File: src/sv/sact_pkg.sv
// Types and constants of the set-associative cache tag controller.
package sact_pkg;

    localparam int ADDR_W     = 48;
    localparam int STAMP_W    = 48;
    localparam int CFG_IDX_W  = 3;
    localparam int CFG_DATA_W = 4;

    // Command codes.
    localparam logic [1:0] CMD_ACCESS = 2'd0;
    localparam logic [1:0] CMD_PROBE  = 2'd1;
    localparam logic [1:0] CMD_FILL   = 2'd2;
    localparam logic [1:0] CMD_UNUSED = 2'd3;

    // Configuration register indexes.
    localparam logic [CFG_IDX_W-1:0] CFG_OFFSET_BITS    = 3'd0;
    localparam logic [CFG_IDX_W-1:0] CFG_INDEX_BITS     = 3'd1;
    localparam logic [CFG_IDX_W-1:0] CFG_WAYS_IN_USE    = 3'd2;
    localparam logic [CFG_IDX_W-1:0] CFG_REPLACE_MODE   = 3'd3;
    localparam logic [CFG_IDX_W-1:0] CFG_WRITE_BACK     = 3'd4;
    localparam logic [CFG_IDX_W-1:0] CFG_WRITE_ALLOCATE = 3'd5;

    typedef struct packed {
        logic [1:0]        command;
        logic              is_write;
        logic [ADDR_W-1:0] address;
    } req_word_t;

    typedef struct packed {
        logic              hit;
        logic              bypassed;
        logic              memory_read;
        logic              memory_write;
        logic              evicted;
        logic              dirty_evicted;
        logic [ADDR_W-1:0] evicted_block;
    } rsp_word_t;

    typedef enum logic [2:0] {
        ST_CLEAR,
        ST_IDLE,
        ST_READ,
        ST_SCAN,
        ST_WRITE
    } state_t;

    typedef struct packed {
        logic clear;
        logic load;
        logic read;
        logic scan;
        logic commit;
    } ctrl_cmd_t;

    typedef struct packed {
        logic clear_last;
        logic scan_last;
        logic out_free;
    } ctrl_sts_t;

endpackage

File: src/sv/sact_ctrl.sv
// Sequencer of the cache tag controller: clear pass, set read, way scan, commit.
module sact_ctrl (
    input  logic               clk,
    input  logic               rst_n,
    input  logic               req_valid,
    output logic               req_ready,
    input  sact_pkg::ctrl_sts_t sts,
    output sact_pkg::ctrl_cmd_t cmd
);
    import sact_pkg::*;

    state_t state_reg, state_next;

    // State register.
    always_ff @(posedge clk or negedge rst_n)
    begin
        if (!rst_n)
            state_reg <= ST_CLEAR;
        else
            state_reg <= state_next;
    end

    // Next state and commands.
    always_comb
    begin
        state_next = state_reg;
        cmd        = '0;
        req_ready  = 1'b0;
        unique case (state_reg)
            ST_CLEAR:
            begin
                cmd.clear = 1'b1;
                if (sts.clear_last)
                    state_next = ST_IDLE;
            end
            ST_IDLE:
            begin
                req_ready = 1'b1;
                if (req_valid)
                begin
                    cmd.load   = 1'b1;
                    state_next = ST_READ;
                end
            end
            ST_READ:
            begin
                cmd.read   = 1'b1;
                state_next = ST_SCAN;
            end
            ST_SCAN:
            begin
                cmd.scan = 1'b1;
                if (sts.scan_last)
                    state_next = ST_WRITE;
            end
            ST_WRITE:
            begin
                if (sts.out_free)
                begin
                    cmd.commit = 1'b1;
                    state_next = ST_IDLE;
                end
            end
            default:
            begin
                state_next = ST_IDLE;
            end
        endcase
    end

endmodule

File: config.mk
export PLATFORM = sky130hd
export DESIGN_NAME = sact_ctrl
export DESIGN_NICKNAME = d
export VERILOG_FILES = /design/src/sv/sact_pkg.sv /design/src/sv/sact_ctrl.sv
export SDC_FILE = /design/constraint.sdc
export NUM_CORES = 1
export LEC_CHECK = 0
export BUFFER_PORTS_ARGS = -buffer_cell sky130_fd_sc_hd__buf_2
export CAP_MARGIN = 20
export CORE_AREA = 2 2 39 41
export DETAILED_ROUTE_END_ITERATION = 8
export DIE_AREA = 0 0 41 43
export PLACE_DENSITY = 0.46
export RECOVER_POWER = 50
export REMOVE_ABC_BUFFERS = 1
export SYNTH_ARGS = -nofsm -noshare
export SYNTH_HDL_FRONTEND = slang
export SYNTH_SLANG_ARGS = --single-unit
File: constraint.sdc
create_clock -name clk -period 1.29 [get_ports clk]
set_input_delay 0 -clock clk [delete_from_list [all_inputs] [get_ports clk]]
set_output_delay 0 -clock clk [all_outputs]
set_load 0.01 [all_outputs]
==> results.json <==
{
  "status": "completed",
  "dieArea_um2": 1760,
  "die_y_um": 43,
  "vias": 217,
  "postSynthAreaPerCell_um2": 8.58,
  "synthTopCellsByCount": "3 x dfrtp_1, 3 x nand2_1, 3 x nor2_1, 3 x nor3_1",
  "place.gp.congestion": 0.691,
  "power.density_nw_per_um2": 2290,
  "regArea_um2": 75.1,
  "clock_latency_ns": 0.23,
  "diodes": 0,
  "cts_buffers": 3,
  "slowest_delay_ns": 0.33,
  "rsz0062_at_grt": "false",
  "finalSetupViolations": 0,
  "grt_max_degree": 9,
  "cap_violations": 0,
  "antenna_found_initial": 0,
  "io_pins": 12,
  "hold_class": "input pin to register",
  "clkSlewWorstSetupHoldPaths_ns": 0.04,
  "portBuffers": 11,
  "wl_met1_um": 200,
  "tightest_slew_ns": 0.215,
  "via_per_inst": 3.88,
  "grt_pass1_wl_um": 903,
  "final_area_um2": 309,
  "dr.pass1.iters": 2,
  "crit_required_ns": 1.29,
  "hold_viol_final": 0,
  "synthArstFlopShare_pct": 100,
  "ys_seq_area_share_pct": 41.7,
  "fillerInstances": 160,
  "root_buffer": "clkbuf_4",
  "die_w_um": 41,
  "period_share_pct": 93.0,
  "clock_sinks": 3,
  "h-tree-depth": 1,
  "final_net_count": 47,
  "place_hpwl_um": 390,
  "ff2ff_path_depth": 3,
  "areaGrowthSynthToFinish_pct": 71.5,
  "cp_cell_sequence": "buf_4, or2b_1, nor2_1, buf_2",
  "start_kind": "register",
  "wl_per_cell_um": 9.11,
  "overflow": 0,
  "wl_met3_um": 31,
  "drtIter0Drc": 2,
  "ant_nets": 0,
  "r2r-start": "state_reg[1]$_DFFE_PN0P_",
  "worst-setup-path-type": "register to output pin",
  "rows": 14,
  "finalSetupTns_ns": 0,
  "crit_path_start": "state_reg[1]$_DFFE_PN0P_",
  "drt-total-wl_um": 510,
  "synthDistinctLibCells": 13,
  "rrSetupSlack_ns": 0.14,
  "max-slew-margin-rel_pct": 85.5,
  "core_um2": 1380,
  "largest_reg_flops": 3,
  "hold_depth": 3,
  "synth_area_leader_cell": "dfrtp_1",
  "ys.flop_type": "dfrtp_1",
  "ys_top_cells_by_area": "dfrtp_1 42%, nor3_1 8.3%, and4bb_2 6.9%",
  "hold_start": "sts[1]",
  "initial_core_util_pct": 13.0,
  "routed.top_layer": "met3",
  "synth_top_area_share_pct": 41.7,
  "whs_endpoint": "state_reg[2]$_DFFE_PN0P_",
  "cts_tree": "built",
  "drc": 0,
  "cp.arrival_ns": 1.20,
  "grt_pass1_vias": 219,
  "yosys_warnings": 0,
  "postPlaceCellArea_um2": 278,
  "wl_met2_um": 278,
  "crit_slowest_cell": "dfrtp_1",
  "synth_cells": 21,
  "finalMaxSlewViolations": 0,
  "hold_ws_ns": 0.0721,
  "drive_gt1_share_pct": 47.5,
  "multi_input_area_um2": 101,
  "endpoint_kind": "output pin",
  "timing.fmax_ghz": 0.833,
  "grt.total_usage_pct": 8.36,
  "crit_buf_inv": 2,
  "syn_area_um2": 180,
  "skew_ns": 0.000784,
  "cts_buffer_depth": 2,
  "ir_drop_uv": 460,
  "ys_ff_latch": 3,
  "reg2reg_to": "state_reg[0]$_DFFE_PN0P_",
  "path_delay_family": "simple AND/OR/NAND/NOR gates",
  "period_minus_slack_ns": 1.20,
  "synth_edf_count": 0,
  "leakagePower_uw": 0.000158,
  "cp_max_fo": 8
}
per-stage QoR:
step | setup slack (ns) | cells | total power, uW | utilization [%]
finish | 0.0899 | 56 | 708 | 22.3
global route | 0.0116 | 56 | 789 | 22.3
CTS | 0.0615 | 56 | 742 | 22.7
detailed placement | 0.145 | 51 | 563 | 20.1
global placement | 0.146 | 51 | 569 | 20.1
floorplan | 0.0981 | 21 | 385 | -
what timing repair did:
item / in CTS / in global routing
gates resized for setup: 0 / 0
hold buffers: 1 / 0
hold endpoints to repair: 3 / 0
buffers inserted: 0 / 0
where the power goes:
part	internal, uW	total (uW)	leakage (uW)	switching [uW]
Clock	116	164	0.0000150	48.1
Sequential	135	159	0.0000367	24.2
Combinational	173	386	0.000106	213
how the worst max path moves through the flow:
stage	endpoint	slack (ns)	cells after the start
6_report	cmd[1]	0.09	4
5_1_grt	cmd[2]	0.01	4
4_1_cts	cmd[1]	0.06	4
2_1_floorplan	state_reg[0]$_DFFE_PN0P_	0.1	3
3_3_place_gp	state_reg[0]$_DFFE_PN0P_	0.15	3
3_5_place_dp	state_reg[0]$_DFFE_PN0P_	0.15	3
worst register-to-register path: cells and delay by family, from the launching register on:
| family | cells | cell delay [ns] |
|---|---|---|
| DFF | 1 | 0.36 |
| AOI/OAI and AO/OA | 2 | 0.13 |
| and+or+nand+nor | 1 | 0.54 |
area by class of cell:
cell class              instances  area share (%)
flip-flops and latches          3            24.3
clock buffers                   4            8.50
repair buffers                 15            26.7
multi-input cells              17            32.8
inverters                       1            1.21
well taps                      16            6.48
metal layers:
| layer | up-vias | GRT usage, % |
|---|---|---|
| met5 | - | 0 |
| li1 | 111 | - |
| met3 | 0 | 4.71 |
| met1 | 98 | 9.09 |
| met2 | 8 | 9.69 |
| met4 | 0 | 10.0 |
kinds of logic (layout without fill, tap and decap cells):
group           after synthesis  count (layout)  synth area share, %
compound gates                4               4                 15.3
buf+inv                       1              20                 2.08
flops                         3               3                 41.7
simple gates                 13              13                 41.0
cell usage in the layout, fill, tap and decap left out, types with 2 or more instances in the layout:
master and instances:
buf_2 9, dfrtp_1 3, nor2_1 3, clkbuf_1 3, nand2_1 3, nor3_1 3
buf_4 2, clkbuf_4 3
(Power assumes the default switching activity.)
